$ cat src/design/assert_macros.svh
// Assertion helpers shared by the RTL. Each check is sampled on the rising
// edge of clock and is switched off while reset is high.
`ifndef ASSERT_MACROS_SVH
`define ASSERT_MACROS_SVH

`ifndef SYNTHESIS

// cond must hold on every active edge
`define ASSERT_ALWAYS(lbl, cond, msg) \
   lbl: assert property (@(posedge clock) disable iff (reset) (cond)) else $error(msg);

// cons must hold on the same edge as ante
`define ASSERT_IMPLIES(lbl, ante, cons, msg) \
   lbl: assert property (@(posedge clock) disable iff (reset) (ante) |-> (cons)) \
      else $error(msg);

// cons must hold on the edge after ante
`define ASSERT_NEXT(lbl, ante, cons, msg) \
   lbl: assert property (@(posedge clock) disable iff (reset) (ante) |=> (cons)) \
      else $error(msg);

`else

`define ASSERT_ALWAYS(lbl, cond, msg)
`define ASSERT_IMPLIES(lbl, ante, cons, msg)
`define ASSERT_NEXT(lbl, ante, cons, msg)

`endif

`endif

$ cat src/design/pwt_pkg.sv
`timescale 1ns / 1ps
package pwt_pkg;

   // Width of the payload byte counter; longer lengths are rejected.
   localparam int LENGTH_BITS = 32;

   localparam int FIELD_BITS = 32;
   localparam int VALUE_BITS = 64;

   // Varint limits
   localparam logic [3:0] VARINT_MAX_BYTES = 4'd10;

   // Wire types
   localparam logic [2:0] WIRE_VARINT  = 3'd0;
   localparam logic [2:0] WIRE_FIXED64 = 3'd1;
   localparam logic [2:0] WIRE_LEN     = 3'd2;
   localparam logic [2:0] WIRE_FIXED32 = 3'd5;

   localparam logic [LENGTH_BITS-1:0] SKIP_FIXED64 = LENGTH_BITS'(8);
   localparam logic [LENGTH_BITS-1:0] SKIP_FIXED32 = LENGTH_BITS'(4);

   // Token kinds
   localparam logic [2:0] TK_KEY   = 3'd0;
   localparam logic [2:0] TK_VALUE = 3'd1;
   localparam logic [2:0] TK_LEN   = 3'd2;
   localparam logic [2:0] TK_BYTE  = 3'd3;
   localparam logic [2:0] TK_ERROR = 3'd4;
   localparam logic [2:0] TK_END   = 3'd5;

   // Error codes
   localparam logic [1:0] ERR_NONE  = 2'd0;
   localparam logic [1:0] ERR_WIRE  = 2'd1;
   localparam logic [1:0] ERR_LONG  = 2'd2;
   localparam logic [1:0] ERR_TRUNC = 2'd3;

   typedef enum logic [5:0] {
      PH_KEY     = 6'b000001,
      PH_VALUE   = 6'b000010,
      PH_LEN     = 6'b000100,
      PH_PAYLOAD = 6'b001000,
      PH_SKIP    = 6'b010000,
      PH_ERROR   = 6'b100000
   } phase_type;

   typedef struct packed {
      logic [2:0]            token_kind;
      logic [FIELD_BITS-1:0] field_number;
      logic [2:0]            wire_type;
      logic [VALUE_BITS-1:0] token_value;
      logic [1:0]            error_code;
      logic                  end_of_buffer;
   } token_type;

   // Packed widths of the result channel
   localparam int RSP_DATA_BITS  = FIELD_BITS + 3 + VALUE_BITS + 2;
   localparam int RSP_TDATA_BITS = ((RSP_DATA_BITS + 7) / 8) * 8;

endpackage

$ cat src/design/protobuf_wire_tokenizer_core.sv
`timescale 1ns / 1ps
// Channel  | Ports   | Direction | Contents
// ---------+---------+-----------+---------------------------------------------
// request  | req_*   | in        | tdata = data_byte, tlast = last_byte
// result   | rsp_*   | out       | tdata = field/wire/value/error, tuser = kind,
//          |         |           | tlast = end_of_buffer
//
// One byte is taken per clock while req_tready is high; its token, if any, sits in the
// result register the next cycle, or in the skid entry if the result register is held.
// A single pass of decode logic lies between the request and the result register.
// A one-entry skid register behind the result register keeps req_tready free
// of rsp_tready; req_tready drops only while that skid entry is occupied.
// Reset (synchronous, active high) returns the decoder to the key phase and
// empties both result registers. The end of each buffer also returns the
// decoder to the key phase.
module protobuf_wire_tokenizer_core (
   input  logic                               clock,
   input  logic                               reset,
   // request channel
   input  logic                               req_tvalid,
   output logic                               req_tready,
   input  logic [7:0]                         req_tdata,  // [7:0] data_byte
   input  logic                               req_tlast,  // last_byte
   // result channel
   output logic                               rsp_tvalid,
   input  logic                               rsp_tready,
   // [31:0] field_number, [34:32] wire_type, [98:35] token_value,
   // [100:99] error_code, [103:101] zero
   output logic [pwt_pkg::RSP_TDATA_BITS-1:0] rsp_tdata,
   output logic [2:0]                         rsp_tuser,  // [2:0] token_kind
   output logic                               rsp_tlast   // end_of_buffer
);
   import pwt_pkg::*;

   `include "assert_macros.svh"

   // Decoder state
   phase_type                   phase_ff, phase_in;
   logic [VALUE_BITS-1:0]       acc_ff, acc_in;
   logic [3:0]                  cnt_ff, cnt_in;
   logic [FIELD_BITS-1:0]       field_ff, field_in;
   logic [2:0]                  wire_ff, wire_in;
   logic [LENGTH_BITS-1:0]      remain_ff, remain_in;
   logic [1:0]                  sticky_ff, sticky_in;

   // Result and skid registers
   logic                        out_valid_ff, out_valid_in;
   token_type                   out_ff, out_in;
   logic                        skid_valid_ff, skid_valid_in;
   token_type                   skid_ff, skid_in;

   logic                        req_accept;
   logic                        rsp_take;
   logic                        emit;
   token_type                   token;

   // Varint byte placement
   logic [6:0]                  shift7;
   logic [VALUE_BITS-1:0]       acc_sum;
   logic [3:0]                  cnt_inc;
   logic [LENGTH_BITS-1:0]      remain_dec;

   assign req_tready = !skid_valid_ff;
   assign req_accept = req_tvalid && req_tready;
   assign rsp_take   = out_valid_ff && rsp_tready;

   // count * 7, at most 63 since the count never passes nine here
   assign shift7  = {cnt_ff, 3'b000} - {3'b000, cnt_ff};
   assign acc_sum = acc_ff | (VALUE_BITS'(req_tdata[6:0]) << shift7[5:0]);
   assign cnt_inc = cnt_ff + 4'd1;
   assign remain_dec = (remain_ff != '0) ? remain_ff - LENGTH_BITS'(1) : remain_ff;

   // Decode one byte
   always_comb begin
      logic                  err_now;
      logic [1:0]            err_code;
      logic [2:0]            kind;
      logic [VALUE_BITS-1:0] value;

      phase_in  = phase_ff;
      acc_in    = acc_ff;
      cnt_in    = cnt_ff;
      field_in  = field_ff;
      wire_in   = wire_ff;
      remain_in = remain_ff;
      sticky_in = sticky_ff;
      emit      = 1'b0;
      err_now   = 1'b0;
      err_code  = ERR_NONE;
      kind      = TK_KEY;
      value     = '0;

      case (phase_ff)
         PH_KEY, PH_VALUE, PH_LEN: begin
            if (req_tdata[7] && cnt_inc >= VARINT_MAX_BYTES) begin
               // Overlong varint
               acc_in    = acc_sum;
               cnt_in    = cnt_inc;
               sticky_in = ERR_LONG;
               phase_in  = PH_ERROR;
               emit      = 1'b1;
               err_now   = 1'b1;
               kind      = TK_ERROR;
               err_code  = ERR_LONG;
            end else if (req_tdata[7]) begin
               acc_in = acc_sum;
               cnt_in = cnt_inc;
            end else begin
               acc_in = '0;
               cnt_in = '0;
               emit   = 1'b1;
               case (phase_ff)
                  PH_KEY: begin
                     field_in = acc_sum[FIELD_BITS+2:3];
                     wire_in  = acc_sum[2:0];
                     kind     = TK_KEY;
                     if (acc_sum[2:0] == WIRE_VARINT) begin
                        phase_in = PH_VALUE;
                     end else if (acc_sum[2:0] == WIRE_LEN) begin
                        phase_in = PH_LEN;
                     end else if (acc_sum[2:0] inside {WIRE_FIXED64, WIRE_FIXED32}) begin
                        phase_in  = PH_SKIP;
                        remain_in = (acc_sum[2:0] == WIRE_FIXED64) ? SKIP_FIXED64
                                                                   : SKIP_FIXED32;
                     end else begin
                        sticky_in = ERR_WIRE;
                        phase_in  = PH_ERROR;
                        err_now   = 1'b1;
                        kind      = TK_ERROR;
                        err_code  = ERR_WIRE;
                     end
                  end
                  PH_VALUE: begin
                     phase_in = PH_KEY;
                     kind     = TK_VALUE;
                     value    = acc_sum;
                  end
                  default: begin
                     // Length varint; reject anything the byte counter cannot hold
                     if (acc_sum[VALUE_BITS-1:LENGTH_BITS] != '0) begin
                        sticky_in = ERR_TRUNC;
                        phase_in  = PH_ERROR;
                        err_now   = 1'b1;
                        kind      = TK_ERROR;
                        err_code  = ERR_TRUNC;
                     end else begin
                        remain_in = acc_sum[LENGTH_BITS-1:0];
                        phase_in  = (acc_sum == '0) ? PH_KEY : PH_PAYLOAD;
                        kind      = TK_LEN;
                        value     = acc_sum;
                     end
                  end
               endcase
            end
         end
         PH_PAYLOAD: begin
            remain_in = remain_dec;
            if (remain_dec == '0) begin
               phase_in = PH_KEY;
            end
            emit  = 1'b1;
            kind  = TK_BYTE;
            value = VALUE_BITS'(req_tdata);
         end
         PH_SKIP: begin
            remain_in = remain_dec;
            if (remain_dec == '0) begin
               phase_in = PH_KEY;
            end
         end
         default: begin
            phase_in = PH_ERROR;
         end
      endcase

      // Close the buffer: report truncation or the sticky error, or mark a clean end, then clear
      if (req_tlast && !err_now) begin
         if (phase_in == PH_ERROR) begin
            emit     = 1'b1;
            kind     = TK_END;
            value    = '0;
            err_code = sticky_in;
         end else if (phase_in != PH_KEY || cnt_in != '0) begin
            emit     = 1'b1;
            kind     = TK_ERROR;
            value    = '0;
            err_code = ERR_TRUNC;
         end else if (!emit) begin
            emit     = 1'b1;
            kind     = TK_END;
            value    = '0;
            err_code = ERR_NONE;
         end
      end

      token.token_kind    = kind;
      token.field_number  = field_in;
      token.wire_type     = wire_in;
      token.token_value   = value;
      token.error_code    = err_code;
      token.end_of_buffer = req_tlast;
   end

   always_ff @(posedge clock) begin
      if (reset) begin
         phase_ff  <= PH_KEY;
         acc_ff    <= '0;
         cnt_ff    <= '0;
         field_ff  <= '0;
         wire_ff   <= '0;
         remain_ff <= '0;
         sticky_ff <= ERR_NONE;
      end else if (req_accept) begin
         if (req_tlast) begin
            // Drop all decoder state at the end of a buffer
            phase_ff  <= PH_KEY;
            acc_ff    <= '0;
            cnt_ff    <= '0;
            field_ff  <= '0;
            wire_ff   <= '0;
            remain_ff <= '0;
            sticky_ff <= ERR_NONE;
         end else begin
            phase_ff  <= phase_in;
            acc_ff    <= acc_in;
            cnt_ff    <= cnt_in;
            field_ff  <= field_in;
            wire_ff   <= wire_in;
            remain_ff <= remain_in;
            sticky_ff <= sticky_in;
         end
      end
   end

   // Result register with skid entry
   always_comb begin
      out_valid_in  = out_valid_ff;
      out_in        = out_ff;
      skid_valid_in = skid_valid_ff;
      skid_in       = skid_ff;
      if (skid_valid_ff && (rsp_take || !out_valid_ff)) begin
         // Advance the parked token
         out_valid_in  = 1'b1;
         out_in        = skid_ff;
         skid_valid_in = 1'b0;
      end else if (req_accept && emit) begin
         if (!out_valid_ff || rsp_take) begin
            out_valid_in = 1'b1;
            out_in       = token;
         end else begin
            skid_valid_in = 1'b1;
            skid_in       = token;
         end
      end else if (rsp_take) begin
         out_valid_in = 1'b0;
      end
   end

   always_ff @(posedge clock) begin
      if (reset) begin
         out_valid_ff  <= 1'b0;
         skid_valid_ff <= 1'b0;
      end else begin
         out_valid_ff  <= out_valid_in;
         skid_valid_ff <= skid_valid_in;
      end
   end

   always_ff @(posedge clock) begin
      out_ff  <= out_in;
      skid_ff <= skid_in;
   end

   assign rsp_tvalid = out_valid_ff;
   assign rsp_tuser  = out_ff.token_kind;
   assign rsp_tlast  = out_ff.end_of_buffer;
   assign rsp_tdata  = RSP_TDATA_BITS'({out_ff.error_code, out_ff.token_value,
                                        out_ff.wire_type, out_ff.field_number});

   // The count parks at ten after an overlong varint until the buffer ends
   `ASSERT_IMPLIES(a_skid_behind_out, skid_valid_ff, out_valid_ff,
                   "skid entry ahead of result")
   `ASSERT_ALWAYS(a_sticky_phase, (sticky_ff != ERR_NONE) == (phase_ff == PH_ERROR),
                  "sticky mismatch")
   `ASSERT_IMPLIES(a_varint_count, phase_ff != PH_ERROR, cnt_ff < VARINT_MAX_BYTES,
                   "varint count past limit")
   `ASSERT_IMPLIES(a_remain_live, phase_ff == PH_PAYLOAD || phase_ff == PH_SKIP,
                   remain_ff != '0, "no bytes owed")
   `ASSERT_NEXT(a_buffer_end_clears, req_accept && req_tlast,
                phase_ff == PH_KEY && cnt_ff == '0 && sticky_ff == ERR_NONE,
                "state kept after buffer end")

endmodule

$ cat config.mk
export PLATFORM = sky130hd
export DESIGN_NAME = protobuf_wire_tokenizer_core
export DESIGN_NICKNAME = d
export VERILOG_FILES = /design/src/design/pwt_pkg.sv /design/src/design/protobuf_wire_tokenizer_core.sv
export VERILOG_INCLUDE_DIRS = /design/src /design/src/design
export SDC_FILE = /design/constraint.sdc
export NUM_CORES = 1
export LEC_CHECK = 0
export ABC_AREA = 1
export BUFFER_PORTS_ARGS = -buffer_cell sky130_fd_sc_hd__buf_2
export CAP_MARGIN = 20
export CORE_ASPECT_RATIO = 0.7
export CORE_MARGIN = 5
export CORE_UTILIZATION = 49
export DETAILED_ROUTE_END_ITERATION = 7
export PLACE_DENSITY = 0.67
export SYNTH_ARGS = -nofsm -noshare
export SYNTH_HDL_FRONTEND = slang
export SYNTH_SLANG_ARGS = --single-unit
export TNS_END_PERCENT = 1
$ cat constraint.sdc
create_clock -name clock -period 10.3 [get_ports clock]
set_input_delay 1.545 -clock clock [delete_from_list [all_inputs] [get_ports clock]]
set_output_delay 1.545 -clock clock [all_outputs]
set_load 0.03 [all_outputs]
# Yosys cells after proc, flatten, opt, wreduce, memory -nomap -nowiden
# Index checks and enable logic that the tools add are counted.
# op_classes
n_mux	101
n_reduce_logical	32
n_eq_ne	18
shifts	1
n_addsub	3
n_bitwise	3
magnitude_cmp	1
# ops
operator	n
$mux 64	11
$mux 32	13
$mux 105	3
$pmux 64 s2	2
$pmux 32 s2	2
$logic_not 64->1	1
$or 64x64->64	1
$reduce_bool 32->1	2
$shl 7x6->64	1
$mux 6	8
$mux 3	15
$logic_not 32->1	1
$mux 2	16
$sub 32x1->32 const B	1
$mux 4	6
$pmux 6 s2	2
$mux 1	17
$ne 4x4->1 const B	4
$ne 3x3->1 const B	4
$pmux 3 s2	2
$reduce_and 9->1	1
$pmux 2 s2	2
$reduce_and 2->1	4
$reduce_bool 2->1	4
other kinds (24)	36
# totals
output_inout_bits	110
register_bits	355
wordCells	180

# Logic depth before layout (Yosys ltp)
# logic_depth
word_depth	20
ltp_mapped	29
ltp_nobuf	25

# Worst setup path before layout
# Ideal clock, no wire load.
# synth_path
path_type	input to register
from	in req_tdata[7]
to	reg out_ff (netlist bit rsp_tdata[0]) (enable)
t_arrival_ns	6.651
slack_ns	3.077
setup_ns	0.572
required_time_ns	9.728
path_stages	8
cell_sequence	clkbuf_1 > nand2_1 > nand2_1 > nand2_1 > o21ai_0 > nand2_1 > inv_1 > nor2_1
# synth_via
elab_chain_len	9
# synth_lines
item	line_no	text
start, declared	protobuf_wire_tokenizer_core.sv:22	input logic [7:0] req_tdata,
$mux 1 or $logic_and 1x1->1 (tied branches)	protobuf_wire_tokenizer_core.sv:105, protobuf_wire_tokenizer_core.sv:95	
$mux 1	protobuf_wire_tokenizer_core.sv:95	if (req_tdata[7] && cnt_inc >= VARINT_MAX_BYTES) begin
$mux 1	protobuf_wire_tokenizer_core.sv:93	case (phase_ff)
$logic_not 1->1	protobuf_wire_tokenizer_core.sv:177	if (req_tlast && !err_now) begin
$logic_and 1x1->1	protobuf_wire_tokenizer_core.sv:177	
$mux 1 (*)	protobuf_wire_tokenizer_core.sv:177	
$logic_and 1x1->1 (*)	protobuf_wire_tokenizer_core.sv:246	end else if (req_accept && emit) begin
$reduce_bool 2->1 (no source line) (*)	-	
$reduce_and 2->1 (no source line) (*)	-	
end signal, assigned	protobuf_wire_tokenizer_core.sv:270	out_ff <= out_in;
end, declared	protobuf_wire_tokenizer_core.sv:48	token_type out_ff, out_in;
# Every way passes the cells marked *; elsewhere a longest branch is shown, timed or not.
# A chain may end at the register's enable or synchronous reset.

==> impl_metrics.csv <==
group,metric,value,unit
sta,finalHoldViolations,0,
cells_and_area,fin_util,0.554,
drt,post-route-drc-count,0,
sta,slew_violations,0,
worst_setup_path,crit_chain,"inv_4 -> ha_1 -> inv_1 -> nand3_1 -> nand3_1 -> nand3_1 -> nand4_1 -> nand2_1 -> nor2_1 -> nand2_1 -> nor2_1 -> nand2_1 -> o21ai_1 -> nand3_1 -> nand2_1 -> nand2_1 -> clkinv_2 -> nand2_2 -> inv_2 -> nor2_1",
drt,firstDrtPassIters,6,
cells_and_area,syn2layout_area_growth,11.3,%
worst_setup_path,r2r_end,"skid_ff[32]",
floorplan,start_util,0.498,
power,peakVddDrop,0.117,mV
clocking,cts_resized,0,
yosys,synth.ff_latch_count,355,
place,dp.final_hpwl,36.5,mm
clocking,post_cts_buffers,0,
clocking,numCtsBuffers,37,
drt,drtIter0Drc,1824,
power,power-per-cell-area,189,mW/mm2
yosys,synth_warnings,0,
min_path,holdPathEnd,"field_ff[30]",
grt,grt_max_degree,89,
worst_setup_path,required,10570,ps
clocking,clock_sinks,355,
worst_setup_path,cp_slowest_cell,"dfxtp_1",
worst_setup_path,arrival,5510,ps
yosys,synth_top_area_cell,"edfxtp_1",
floorplan,die_w,239,um
cells_and_area,multiInputGateArea,0.00721,mm2
floorplan,coreArea,0.0360,mm2
sta,fin_crit,5240,ps
worst_setup_path,worstSetupPathType,"reg -> reg",
place,gp_congestion,0.993,
grt,grt-ovfl-total,0,
drt,wl_per_cell,19.1,um
yosys,synthArstFlopShare,0,
sta,skew,19.4,ps
yosys,netlist_instances,2224,
sta,max_slew_margin,0.243,
sta,finalSetupViolCount,0,
min_path,hp-start,"field_ff[30]",
power,p_leak,8.10,nW
grt,antenna_found_initial,1,
worst_setup_path,critPathMaxStageDelay,660,ps
min_path,hp-class,"reg -> reg",
yosys,avgSynthCellArea,8.05,um2
run,maxCapViolCount,0,
min_path,whs_path_depth,2,
cells_and_area,finish.net_count,2296,
cells_and_area,instances_no_fill,2787,
clocking,clock_path_buffers,3,
floorplan,die-area,0.0405,mm2
cells_and_area,final_common_cell,"nand2_1",
place,io_buffer_count,119,
run_status,status,"completed",
clocking,holdBufCountCts,0,
sta,worstMarginPinSlew,1140,ps
worst_setup_path,reg2reg_slack,5060,ps
clocking,cts_htree_levels,2,
sta,fmax,191,MHz
clocking,tritoncts,"yes",
floorplan,fp.dieH,170,um
cells_and_area,layout_common_cells,"666 x nand2_1, 210 x inv_1, 210 x edfxtp_1",
yosys,netlist.area_leader.share,0.352,
sta,holdWs,463,ps
place,dp.cells,2717,
sta,fin_setup_tns,0,ps
grt,grt_pass1_vias,14300,
drt,drtAntennaViolNets,0,
worst_setup_path,reg2reg_depth,20,
worst_setup_path,crit_start,"cnt_ff[0]",
floorplan,rows,58,
grt,grt_use_total,0.259,
worst_setup_path,r2r_start,"cnt_ff[0]",
drt,wl,53.2,mm
yosys,syn_area,0.0179,mm2
worst_setup_path,path_max_fanout,33,
worst_setup_path,cp_common_cell,"nand2_1",
floorplan,pin_count,123,
yosys,synth-edff-count,210,
worst_setup_path,start_kind,"flop",
cells_and_area,regArea,0.00921,mm2
worst_setup_path,end_kind,"flop",
cells_and_area,drive_gt1_frac,0.136,
cells_and_area,nFillCells,3322,
clocking,root_buffer,"clkbuf_16",
grt,grt_pass1_wl,83.2,mm
power,finalPower,3.76,mW
sta,finalCritPeriodShare,0.508,
sta,rsz0062_at_grt,"false",
clocking,clk_pin_slew,60,ps
clocking,clk_latency,550,ps
drt,vias_per_cell,5.52,
yosys,synthTopCellsByArea,"edfxtp_1 35%, dfxtp_1 16%, nand2_1 14%, a21oi_1 4.6%, inv_1 4.4%",
cells_and_area,diodes,0,
yosys,ys_seq_area_frac,0.514,
yosys,synth_ff_type,"edfxtp_1",
drt,vias,15400,
yosys,synth_cell_type_count,47,
==> worst max-delay path by stage <==
stage	end	slack, ps	cells past startpoint
final	skid_ff[32]	5060	20
after global routing	skid_ff[25]	4660	20
after CTS	skid_ff[11]	5170	20
after detailed placement	skid_ff[11]	5100	19
after global placement	skid_ff[22]	5190	19
after floorplan	rsp_tdata[0]	3080	8
==> cell usage after synthesis, types with 4 or more instances <==
| cell type | count |
|---|---|
| o22ai_1 | 40 |
| clkinv_1 | 4 |
| buf_4 | 11 |
| inv_1 | 210 |
| o21ai_1 | 9 |
| a21oi_1 | 165 |
| nand2_1 | 667 |
| nand2_2 | 12 |
| buf_6 | 17 |
| o21ai_0 | 65 |
| inv_2 | 16 |
| buf_1 | 8 |
| nor3_1 | 69 |
| edfxtp_1 | 210 |
| mux2_2 | 7 |
| a211oi_1 | 4 |
| nor2_1 | 190 |
| xor2_1 | 26 |
| a211oi_2 | 25 |
| nand3_1 | 114 |
| nor2_2 | 30 |
| ha_1 | 5 |
| buf_2 | 13 |
| nand4_1 | 48 |
| a21oi_2 | 4 |
| dfxtp_1 | 145 |
| clkbuf_1 | 75 |
==> report_power, final <==
group | internal [mW] | switching (mW)
registers | 1.57 | 0.0271
clock network | 0.815 | 0.590
logic | 0.184 | 0.577
==> worst max-delay path, delay by kind of cell, from the launching register on <==
family	cells	cell delay, ps
and+or+nand+nor	14	2330
buffers and inverters	4	1250
DFF	1	660
adders and majority gates	1	490
AOI/OAI and AO/OA	1	180
==> area by class of cell <==
| type | instances | share of cell area |
|---|---|---|
| Clock buffer | 44 | 0.0509 |
| Clock inverter | 24 | 0.0130 |
| Inverter | 233 | 0.0442 |
| Multi-Input combinational cell | 1514 | 0.362 |
| Sequential cell | 355 | 0.462 |
| Tap cell | 480 | 0.0301 |
| Timing Repair Buffer | 137 | 0.0384 |
==> cells by family after synthesis <==
group / count (synthesis) / synth area share
simple gates: 1148 / 0.272
buf+inv: 357 / 0.0855
flops: 355 / 0.514
compound gates: 325 / 0.107
xor+xnor: 26 / 0.0127
mux: 7 / 0.00440
fa+ha+maj: 5 / 0.00349
other cells: 1 / 0.000209
==> state kept, by name, summed over array words and instances, names as in the netlist <==
register,count
skid_valid_ff,1
phase_ff,6
sticky_ff,2
rsp_tdata,101
rsp_tvalid,1
cnt_ff,4
remain_ff,32
field_ff,32
wire_ff,3
acc_ff,64
skid_ff,105
rsp_tuser,3
rsp_tlast,1
==> routing by layer <==
layer	GRT usage	share of wire	vias up
met1	0.401	0.47	7222
met4	0.0574	0.019	0
met3	0.0654	0.10	67
met5	0	0	-
li1	-	-	7435
met2	0.366	0.41	671
==> per-stage QoR <==
step / instance area (um2) / worst slack, ps
detailed placement: 18600 / 5100
global route: 19900 / 4660
global placement: 18600 / 5190
finish: 19900 / 5060
floorplan: 17900 / 3080
CTS: 19900 / 5170
Note: power is estimated with default switching activity, not from simulation.
